===== src/wse_pkg.sv =====
// Shared types and constants of the windowed SNR estimator.
package wse_pkg;
    localparam int SampleWidth = 16;
    localparam int SnrBits = 48;
    localparam logic OP_ADD = 1'b0;
    localparam logic OP_FLUSH = 1'b1;
    localparam logic [0:0] REG_LENGTH = 1'b0;
    localparam logic [0:0] REG_INFINITE = 1'b1;

    // Window totals handed from the accumulator to the SNR divider.
    typedef struct packed {
        logic [20:0] n;
        logic [36:0] mag;
        logic [63:0] s2;
        logic        bad;
    } wse_job_t;
endpackage


===== src/wse_front.sv =====
// Front end: accumulates sums per window and closes windows into jobs.
module wse_front (
    input  logic             clk,
    input  logic             rst_n,
    input  logic             cfg_we,
    input  logic [36:0]      cfg_len,
    input  logic             cfg_inf_we,
    input  logic             cfg_inf,
    input  logic             in_valid,
    input  logic             in_op,
    input  logic [15:0]      in_sample,
    output logic             in_ready,
    output logic             job_valid,
    output wse_pkg::wse_job_t job,
    input  logic             job_ready
);
    import wse_pkg::*;

    localparam logic [20:0] CountCap = 21'd1 << 20;

    logic [36:0] len_reg;
    logic        inf_reg;
    logic [20:0] count_reg;
    logic signed [36:0] sum_reg;
    logic [63:0] sq_reg;
    logic        ovf_reg;
    logic [63:0] endp_reg;
    logic [20:0] size_reg;
    logic        jv_reg;
    wse_job_t    job_reg;

    logic [36:0] eff_len;
    logic [36:0] cfg_eff;
    logic [47:0] ceil_cur, ceil_nxt, diff, ceil_init;
    logic [63:0] endp_nxt;
    logic [20:0] size_nxt, size_init;
    logic        take, add, close;
    logic signed [15:0] xs;
    logic [15:0] xm;
    logic [31:0] sq;
    logic [64:0] sq_sum;
    logic [20:0] cnt_a;
    logic signed [36:0] sum_a;
    logic [63:0] sq_a;
    logic        ovf_a;
    logic [36:0] mag_a;

    function automatic logic [47:0] ceil_of(input logic [63:0] p);
        logic [47:0] c;
        c = p[63:16] + {47'd0, |p[15:0]};
        return c;
    endfunction

    always_comb
    begin
        eff_len = len_reg;
        if (len_reg < 37'd65536) eff_len = 37'd65536;
        if (len_reg > (37'd1 << 36)) eff_len = 37'd1 << 36;
        ceil_cur = ceil_of(endp_reg);
        endp_nxt = endp_reg + {27'd0, eff_len};
        ceil_nxt = ceil_of(endp_nxt);
        diff = ceil_nxt - ceil_cur;
        size_nxt = (diff > 48'h1FFFFF) ? 21'h1FFFFF : diff[20:0];
        if (diff == 48'd0) size_nxt = 21'd1;
        in_ready = !jv_reg || job_ready;
        take = in_valid && in_ready;
        add = take && (in_op == OP_ADD) && (count_reg < CountCap);
        xs = in_sample;
        xm = xs[15] ? 16'(-xs) : xs;
        sq = xm * xm;
        sq_sum = {1'b0, sq_reg} + {33'd0, sq};
        cnt_a = add ? count_reg + 21'd1 : count_reg;
        sum_a = add ? sum_reg + 37'(xs) : sum_reg;
        sq_a = add ? (sq_sum[64] ? '1 : sq_sum[63:0]) : sq_reg;
        ovf_a = ovf_reg || (take && (in_op == OP_ADD) && !(count_reg < CountCap));
        close = take && ((in_op == OP_FLUSH) ? (count_reg != 21'd0)
                                             : (!inf_reg && cnt_a >= size_reg));
        mag_a = sum_a[36] ? 37'(-sum_a) : sum_a;
        // First window after a length write, from the clamped new length.
        cfg_eff = cfg_len;
        if (cfg_len < 37'd65536) cfg_eff = 37'd65536;
        if (cfg_len > (37'd1 << 36)) cfg_eff = 37'd1 << 36;
        ceil_init = ceil_of({27'd0, cfg_eff});
        size_init = (ceil_init > 48'h1FFFFF) ? 21'h1FFFFF : ceil_init[20:0];
    end

    always_ff @(posedge clk or negedge rst_n)
    begin
        if (!rst_n)
        begin
            len_reg <= 37'd67108864;
            inf_reg <= 1'b0;
            count_reg <= '0;
            sum_reg <= '0;
            sq_reg <= '0;
            ovf_reg <= 1'b0;
            endp_reg <= 64'd67108864;
            size_reg <= 21'd1024;
            jv_reg <= 1'b0;
        end
        else
        begin
            if (job_ready) jv_reg <= 1'b0;
            if (cfg_inf_we) inf_reg <= cfg_inf;
            if (cfg_we)
            begin
                len_reg <= cfg_len;
                count_reg <= '0;
                sum_reg <= '0;
                sq_reg <= '0;
                ovf_reg <= 1'b0;
                endp_reg <= {27'd0, cfg_eff};
                size_reg <= size_init;
            end
            else if (take)
            begin
                if (close)
                begin
                    jv_reg <= 1'b1;
                    job_reg <= '{n: cnt_a, mag: mag_a, s2: sq_a, bad: ovf_a};
                    count_reg <= '0;
                    sum_reg <= '0;
                    sq_reg <= '0;
                    ovf_reg <= 1'b0;
                    endp_reg <= endp_nxt;
                    size_reg <= size_nxt;
                end
                else
                begin
                    count_reg <= cnt_a;
                    sum_reg <= sum_a;
                    sq_reg <= sq_a;
                    ovf_reg <= ovf_a;
                end
            end
        end
    end

    assign job_valid = jv_reg;
    assign job = job_reg;
endmodule


===== src/wse_back.sv =====
// Back end: shift-add multiplies of the SNR terms, then a one-bit-per-cycle divide.
module wse_back (
    input  logic             clk,
    input  logic             rst_n,
    input  logic             job_valid,
    input  wse_pkg::wse_job_t job,
    output logic             job_ready,
    output logic             res_valid,
    output logic [47:0]      res_snr,
    output logic             res_invalid,
    input  logic             res_pop
);
    import wse_pkg::*;

    typedef enum logic [2:0] {S_IDLE, S_SQ, S_PREP, S_NMUL, S_DIV, S_OUT} state_t;

    state_t       state_reg;
    wse_job_t     j_reg;
    logic [73:0]  mca_reg;
    logic [36:0]  mpa_reg;
    logic [73:0]  s1sq_reg;
    logic [84:0]  mcb_reg;
    logic [20:0]  mpb_reg;
    logic [84:0]  ns2_reg;
    logic [94:0]  mcn_reg;
    logic [20:0]  mpn_reg;
    logic [94:0]  num_reg;
    logic [105:0] mcd_reg;
    logic [20:0]  mpd_reg;
    logic [105:0] den_reg;
    logic [105:0] rem_reg;
    logic [47:0]  q_reg;
    logic         sat_reg;
    logic         zd_reg;
    logic [6:0]   bit_reg;
    logic [47:0]  snr_reg;
    logic         inv_reg;
    logic         full_reg;

    logic [106:0] rem_sh;
    logic [106:0] rem_sub;
    logic [84:0]  d;
    logic         zd;
    logic         out_load;

    always_comb
    begin
        // Dividend is num * 2^16; its bits enter MSB first.
        rem_sh = {rem_reg, num_reg[94]};
        rem_sub = rem_sh - {1'b0, den_reg};
        d = ns2_reg - {11'd0, s1sq_reg};
        zd = (j_reg.n < 21'd2) || (ns2_reg <= {11'd0, s1sq_reg});
        out_load = (state_reg == S_OUT) && (!full_reg || res_pop);
    end

    assign job_ready = (state_reg == S_IDLE);

    always_ff @(posedge clk or negedge rst_n)
    begin
        if (!rst_n)
        begin
            state_reg <= S_IDLE;
            full_reg <= 1'b0;
        end
        else
        begin
            if (out_load) full_reg <= 1'b1;
            else if (res_pop) full_reg <= 1'b0;
            case (state_reg)
                S_IDLE:
                    if (job_valid)
                    begin
                        j_reg <= job;
                        mca_reg <= {37'd0, job.mag};
                        mpa_reg <= job.mag;
                        mcb_reg <= {21'd0, job.s2};
                        mpb_reg <= job.n;
                        s1sq_reg <= '0;
                        ns2_reg <= '0;
                        bit_reg <= 7'd36;
                        state_reg <= S_SQ;
                    end
                S_SQ:
                begin
                    // S1^2 and n*S2, one multiplier bit per cycle.
                    if (mpa_reg[0]) s1sq_reg <= s1sq_reg + mca_reg;
                    if (mpb_reg[0]) ns2_reg <= ns2_reg + mcb_reg;
                    mca_reg <= {mca_reg[72:0], 1'b0};
                    mpa_reg <= {1'b0, mpa_reg[36:1]};
                    mcb_reg <= {mcb_reg[83:0], 1'b0};
                    mpb_reg <= {1'b0, mpb_reg[20:1]};
                    if (bit_reg == 7'd0) state_reg <= S_PREP;
                    else bit_reg <= bit_reg - 7'd1;
                end
                S_PREP:
                begin
                    zd_reg <= zd;
                    mcn_reg <= {21'd0, s1sq_reg};
                    mpn_reg <= j_reg.n;
                    num_reg <= '0;
                    mcd_reg <= {21'd0, d};
                    mpd_reg <= j_reg.n - 21'd1;
                    den_reg <= '0;
                    rem_reg <= '0;
                    q_reg <= '0;
                    sat_reg <= 1'b0;
                    bit_reg <= 7'd20;
                    state_reg <= zd ? S_OUT : S_NMUL;
                end
                S_NMUL:
                begin
                    // n*S1^2 and (n-1)*(n*S2-S1^2), one bit of n per cycle.
                    if (mpn_reg[0]) num_reg <= num_reg + mcn_reg;
                    if (mpd_reg[0]) den_reg <= den_reg + mcd_reg;
                    mcn_reg <= {mcn_reg[93:0], 1'b0};
                    mpn_reg <= {1'b0, mpn_reg[20:1]};
                    mcd_reg <= {mcd_reg[104:0], 1'b0};
                    mpd_reg <= {1'b0, mpd_reg[20:1]};
                    if (bit_reg == 7'd0)
                    begin
                        bit_reg <= 7'd110;
                        state_reg <= S_DIV;
                    end
                    else bit_reg <= bit_reg - 7'd1;
                end
                S_DIV:
                begin
                    if (rem_sh >= {1'b0, den_reg})
                    begin
                        rem_reg <= rem_sub[105:0];
                        if (bit_reg >= 7'd48) sat_reg <= 1'b1;
                        else q_reg[bit_reg[5:0]] <= 1'b1;
                    end
                    else rem_reg <= rem_sh[105:0];
                    num_reg <= {num_reg[93:0], 1'b0};
                    if (bit_reg == 7'd0) state_reg <= S_OUT;
                    else bit_reg <= bit_reg - 7'd1;
                end
                S_OUT:
                    if (out_load)
                    begin
                        snr_reg <= (zd_reg || sat_reg) ? '1 : q_reg;
                        inv_reg <= zd_reg || j_reg.bad;
                        state_reg <= S_IDLE;
                    end
                default: state_reg <= S_IDLE;
            endcase
        end
    end

    assign res_valid = full_reg;
    assign res_snr = snr_reg;
    assign res_invalid = inv_reg;
endmodule


===== src/windowed_snr_estimator.sv =====
// Top level of the windowed SNR estimator.
// channel | direction | handshake           | payload
// input   | in        | push / full         | op, sample
// result  | out       | empty / pop         | snr, invalid
// config  | in        | cfg_we              | cfg_index, cfg_data
// A sample is taken each cycle while full is low; full rises only while a
// closed window waits for the divider. The back end runs each window as:
// accept, 37 shift-add steps, setup, 21 shift-add steps, 111 one-bit
// restoring steps, output; a zero denominator skips from setup to output.
// Reset clears all sums and loads L = 1024.0; no clearing pass is needed.
// A stalled result holds on snr/invalid until pop.
module windowed_snr_estimator (
    input  logic                             clk,
    input  logic                             rst_n,
    input  logic                             push,
    output logic                             full,
    input  logic                             op,
    input  logic [wse_pkg::SampleWidth-1:0]  sample,
    output logic                             empty,
    input  logic                             pop,
    output logic [wse_pkg::SnrBits-1:0]      snr,
    output logic                             invalid,
    input  logic                             cfg_we,
    input  logic                             cfg_index,
    input  logic [36:0]                      cfg_data
);
    import wse_pkg::*;

    logic     in_ready, job_valid, job_ready, res_valid;
    wse_job_t job;

    wse_front u_front (
        .clk, .rst_n,
        .cfg_we(cfg_we && cfg_index == REG_LENGTH), .cfg_len(cfg_data),
        .cfg_inf_we(cfg_we && cfg_index == REG_INFINITE), .cfg_inf(cfg_data[0]),
        .in_valid(push), .in_op(op), .in_sample(sample),
        .in_ready, .job_valid, .job, .job_ready
    );

    wse_back u_back (
        .clk, .rst_n, .job_valid, .job, .job_ready,
        .res_valid, .res_snr(snr), .res_invalid(invalid), .res_pop(pop)
    );

    assign full = !in_ready;
    assign empty = !res_valid;
endmodule


===== config.mk =====
export PLATFORM = sky130hd
export DESIGN_NAME = windowed_snr_estimator
export DESIGN_NICKNAME = d
export VERILOG_FILES = /design/src/wse_pkg.sv /design/src/wse_front.sv /design/src/wse_back.sv /design/src/windowed_snr_estimator.sv
export SDC_FILE = /design/constraint.sdc
export NUM_CORES = 2
export LEC_CHECK = 0
export ABC_CLOCK_PERIOD_IN_PS = 25800
export BUFFER_PORTS_ARGS = -buffer_cell sky130_fd_sc_hd__buf_2
export CAP_MARGIN = 10
export CORE_MARGIN = 2
export CORE_UTILIZATION = 45
export CTS_BUF_LIST = sky130_fd_sc_hd__clkbuf_16
export DETAILED_ROUTE_END_ITERATION = 6
export GPL_ROUTABILITY_DRIVEN = 0
export PLACE_DENSITY = 0.64
export SLEW_MARGIN = 20
export SYNTH_ARGS = -nofsm -noshare
export SYNTH_HDL_FRONTEND = slang
export SYNTH_SLANG_ARGS = --single-unit

===== constraint.sdc =====
create_clock -name clk -period 25.8 [get_ports clk]
set_input_delay 1.29 -clock clk [delete_from_list [all_inputs] [get_ports clk]]
set_output_delay 1.29 -clock clk [all_outputs]
set_load 0.02 [all_outputs]

# Word level (Yosys, flattened, before mapping)
# Index checks and enable logic that the tools add are counted.
[op_classes]
n_eq_ne = 18
addsub = 18
muxes = 81
n_lt_le_gt_ge = 14
multipliers = 1
n_bitwise = 4
reduce_logical = 53
[op_table]
columns = ["cell", "n"]
rows = [
  ["case mux 106 bit (2 select lines)", 3],
  ["2-to-1 mux 64 bit", 8],
  ["case mux 85 bit (2 select lines)", 2],
  ["2-to-1 mux 37 bit", 9],
  ["case mux 74 bit (2 select lines)", 2],
  ["case mux 95 bit (3 select lines)", 1],
  ["2-to-1 mux 85 bit", 3],
  ["2-to-1 mux 21 bit", 11],
  ["2-to-1 mux 74 bit", 3],
  ["2-to-1 mux 106 bit", 2],
  ["case mux 95 bit (2 select lines)", 1],
  ["case mux 21 bit (2 select lines)", 3],
  ["greater-or-equal comparator 107 x 106 -> 1 bit", 1],
  ["adder 106 bit", 1],
  ["subtractor 106 bit", 1],
  ["adder 48 x 1 -> 48 bit", 2],
  ["> comparator 48 x 21 -> 1 bit (second input constant)", 2],
  ["2-to-1 mux 48 bit", 2],
  ["case mux 48 bit (2 select lines)", 1],
  ["adder 95 bit", 1],
  ["2-to-1 mux 95 bit", 1],
  ["adder 85 bit", 1],
  ["<= comparator 85 x 74 -> 1 bit", 1],
  ["subtractor 85 x 74 -> 85 bit", 1],
  ["53 further kinds", 126],
]
[totals]
reg_bits = 1428
in_bits = 60
word_cells = 226

# Logic depth before layout (Yosys ltp)
[logic_depth]
ltp_word = 13
mapped_depth = 42
depth_no_buf = 40

# Hierarchy
# Synthesis repeated with hierarchy kept, for this count alone.
[unflattened]
hier_cells = 12111
hier_area_um2 = 109461.2
[by_module_without_submodules]
columns = ["mod", "instances", "cells_per_inst", "area_each_um2"]
rows = [
  ["wse_back", 1, 8293, 74806.7],
  ["wse_front", 1, 3814, 34630.7],
  ["windowed_snr_estimator", 1, 4, 23.8],
]

# Worst setup path before layout
# OpenSTA, ideal clock, no wires.
[synth_timing]
kind = "input -> register"
startpoint = "input rst_n"
endpoint = "register u_back.mca_reg[0] (enable)"
required_time_ps = 25003
path_buffers = 0
arrival_ps = 10590
path_slack_ps = 14413
cell_stages = 4
cell_sequence = "inv_1 > nor2_1 > nand2b_1 > nor2_1"
[synth_via]
elab_chain_len = 1
[synth_rtl]
columns = ["item", "line", "text"]
rows = [
  ["from (decl)", "windowed_snr_estimator.sv:14", "input logic rst_n,"],
  ["AND reduction 3 bit (no line)", "n/a", ""],
  ["to (signal assigned)", "wse_back.sv:74", "mca_reg <= {37'd0, job.mag};"],
  ["to (signal assigned)", "wse_back.sv:88", "mca_reg <= {mca_reg[72:0], 1'b0};"],
  ["to (decl)", "wse_back.sv:19", "logic [73:0] mca_reg;"],
]
# No other way between the ends.
# A chain may end at the register's enable or synchronous reset.

# Final worst setup path
[layout_timing]
startpoint = "input sample[0] (netlist bit)"
endpoint = "register u_front.job_reg (netlist bit u_front.job[64]), data pin"
[layout_via]
elab_chain_len = 6
[layout_rtl]
columns = ["item", "line", "text"]
rows = [
  ["from (decl)", "windowed_snr_estimator.sv:18", "input logic [wse_pkg::SampleWidth-1:0] sample,"],
  ["negator 16 bit", "wse_front.sv:69", "xm = xs[15] ? 16'(-xs) : xs;"],
  ["2-to-1 mux 16 bit (*)", "wse_front.sv:69", ""],
  ["multiplier 16 x 16 -> 32 bit (*)", "wse_front.sv:70", "sq = xm * xm;"],
  ["adder 64 x 32 -> 65 bit (*)", "wse_front.sv:71", "sq_sum = {1'b0, sq_reg} + {33'd0, sq};"],
  ["2-to-1 mux 64 bit (*) (2 in a row)", "wse_front.sv:74", "sq_a = add ? (sq_sum[64] ? '1 : sq_sum[63:0]) : sq_reg;"],
  ["named net u_front.sq_a[63]", "wse_front.sv:44", "logic [63:0] sq_a;"],
  ["to (signal assigned)", "wse_front.sv:120", "job_reg <= '{n: cnt_a, mag: mag_a, s2: sq_a, bad: ovf_a};"],
  ["to (decl)", "wse_front.sv:30", "wse_job_t job_reg;"],
]
# The timed path passes the listed nets; every way through them passes the cells marked *.

==> impl_metrics.toml <==
[timing]
fin_crit_ns = 10.31
setup-tns-final_ns = 0
final-setup-viol-count = 0
slew_viol_final = 0
fin_ws_ns = 15.49
hold_violations = 0
tightest_slew_ns = 1.16
finalClockSkew_ns = 0.0406
final.period_utilization = 0.400
rsz0062_at_grt = "no"
relSlewSlack = 0.220
fmax_ghz = 0.0970

[yosys]
synth.area.top_cells = "edfxtp_1 33%, ha_1 10%, dfrtp_1 5.7%, nand2_1 5.4%, a21oi_1 4.4%"
seq_area_frac_synth = 0.384
synth-main-ff-cell = "edfxtp_1"
netlist_area_um2 = 108000
synth_area_per_cell_um2 = 9.08
synthCells = 11926
synth_area_leader_cell = "edfxtp_1"
ys_ff_latch = 1427
synth_warnings = 0
ys_async_sr_fraction = 0.175
ys_types = 110
synth_edf_count = 1177
synth.top_cell.area_share = 0.327

[global_route]
grt_pass1_vias = 84591
antenna_found_initial = 6
grt_first_pass_wirelength_um = 462000
globalRouteOverflowTotal = 0
grt_usage = 0.232
grt_start_max_net_pins = 150

[floorplanning]
die_h_um = 494
die_x_um = 494
start_util = 0.451
die_area_um2 = 244000
rows = 180
core_um2 = 240000
io_pins = 111

[clocking]
clock_sinks = 1427
numCtsBuffers = 166
cts_buffer_depth = 3
cts_hold_buf = 0
cts_tree = "yes"
post_cts_buffers = 0
cts.repair.resized = 0
cts_root_buffer = "clkbuf_16"
clkTransAtPathRegs_ns = 0.06
htreeDepth = 4
insertion_delay_ns = 0.83

[setup_path]
crit_path_frequent_cell = "fa_1"
cpPeakStageDelay_ns = 0.60
critical-path-slowest-cell = "xor2_1"
critPathLaunchType = "input port"
worst_ep_arrival_time_ns = 10.87
crit_required_ns = 26.36
endpoint_kind = "flip-flop"
worstSetupPathType = "in2reg"
worstPathMaxFanout = 17

[routing]
drt_first_pass_iters = 7
vias_per_cell = 5.83
ant_nets = 0
vias = 87968
dr.first_iter.drc_count = 7494
detail_route.wl_per_cell_um = 19.4
wl_um = 293000
drc = 2

[layout]
largest_register_ffs = 123
fillers = 22168
syn_to_final_growth_pct = 8.20
fin_nets = 12901
final_layout_size_suffix_gt1_frac = 0.0477

[power_and_ir_drop]
p_per_area_nw_per_um2 = 132
ir_worst_vdd_uv = 201
p_leak_nw = 50.8

[job]
cap_violations = 0

[min_path]
min_path_type = "in2async"

[run_status]
status = "finished with violations"
violations = "DRC"

[placed_design]
io_buffers = 110
place_ws_ns = 14.63
hpwl_um = 222000
## critical path: cells and delay by family
kind / cells / cell delay (ns)
xor+xnor: 1 / 0.60
fa+ha+maj: 8 / 3.61
mux: 1 / 0.26
compound gates: 7 / 2.31
simple gates: 6 / 1.30
buf+inv: 8 / 1.46
## report_power, final
group	internal, W	total [W]	switching, W
logic	0.00361	0.00935	0.00574
registers	0.00334	0.00372	0.000381
clock network	0.00138	0.00241	0.00103
## cells in the final DEF (no fill, tap or decap), types with 206 or more instances in the layout
cell,n
inv_1,777
ha_1,876
a21oi_1,947
edfxtp_1,1177
nand2_1,1550
xor2_1,329
a21o_1,489
dfrtp_1,246
fa_1,206
nor2_1,1074
o21ai_0,769
xnor2_1,409
## layout make-up
cell class,count,area (µm²),area share
Sequential cell,1427,41600,0.355
Inverter,754,2840,0.0243
Multi-Input combinational cell,9229,62000,0.529
Timing Repair Buffer,181,1140,0.00972
Antenna cell,3,7.51,0.0000641
Clock buffer,169,4230,0.0361
Clock inverter,141,1310,0.0111
Tap cell,3185,3990,0.0340
## cells by family after synthesis
logic type,Yosys count,synth area share
simple gates,4049,0.171
compound gates,3210,0.187
flops,1427,0.384
buf+inv,1280,0.0453
fa+ha+maj,1082,0.139
xor+xnor,740,0.0599
mux,136,0.0126
other cells,2,0.0000694
## stage by stage
stage / power (W) / cells / hold slack [ns] / instance area (µm²) / util
3_5_place_dp: 0.0129 / 14774 / 0.427 / 112000 / 0.465
3_3_place_gp: 0.0127 / 14774 / 0.422 / 111000 / 0.465
5_1_grt: 0.0167 / 15088 / 0.328 / 117000 / 0.488
2_1_floorplan: 0.0106 / 11936 / 0.400 / 108000 / -
4_1_cts: 0.0154 / 15084 / 0.308 / 117000 / 0.488
6_report: 0.0155 / 15089 / 0.346 / 117000 / 0.488
## synthesized netlist by cell type, types with 16 or more instances
cell type,instances
buf_2,30
nand3_1,188
o21bai_1,117
or2_2,27
o211ai_1,50
fa_1,206
inv_1,748
o31a_1,18
nor2_1,1081
nand4_1,183
dfrtp_1,247
ha_1,876
nor2b_1,93
a221o_1,17
nor3_1,189
nand2_1,1552
mux2i_1,132
a211oi_1,116
buf_1,26
o21ai_1,16
a21boi_0,52
and3_1,164
nand2b_1,120
nor4_1,69
o22ai_1,21
a221oi_1,19
and4_1,28
or3_1,89
a21o_1,489
xor2_1,329
a211o_1,26
and2_1,164
a31oi_1,116
clkbuf_1,459
o21ai_0,769
or4_1,19
a21oi_1,950
a31o_2,18
nor3b_1,30
o31ai_1,56
edfxtp_1,1177
a22o_1,75
o21a_1,90
xnor2_1,410
## layer usage
metal  share of wire  track usage  routed length (µm)
met1            0.45        0.326              133000
met2            0.44        0.366              130000
met3           0.062       0.0310               18200
met4           0.039       0.0862               11400
met5        0.000024            0                   7
## path summary, 6_finish.rpt
path                                            startpoint                          endpoint  slack, ns  cells after the start
max                                              sample[0]         u_front.job[64]$_DFFE_PP_      15.49                     31
max in group asynchronous                            rst_n  u_front.endp_reg[39]$_DFFE_PN0P_      23.78                      3
max reg2reg                u_front.len_reg[25]$_DFFE_PN0P_   u_front.size_reg[3]$_DFFE_PN0P_      15.55                     39
min reg2reg                     u_front.job[108]$_DFFE_PP_       u_back.j_reg[108]$_DFFE_PP_       0.44                      0
min                                                  rst_n   u_front.sum_reg[20]$_DFFE_PN0P_       0.35                      1
min in group clk                u_front.job[108]$_DFFE_PP_       u_back.j_reg[108]$_DFFE_PP_       0.44                      0
(Power assumes the default switching activity.)
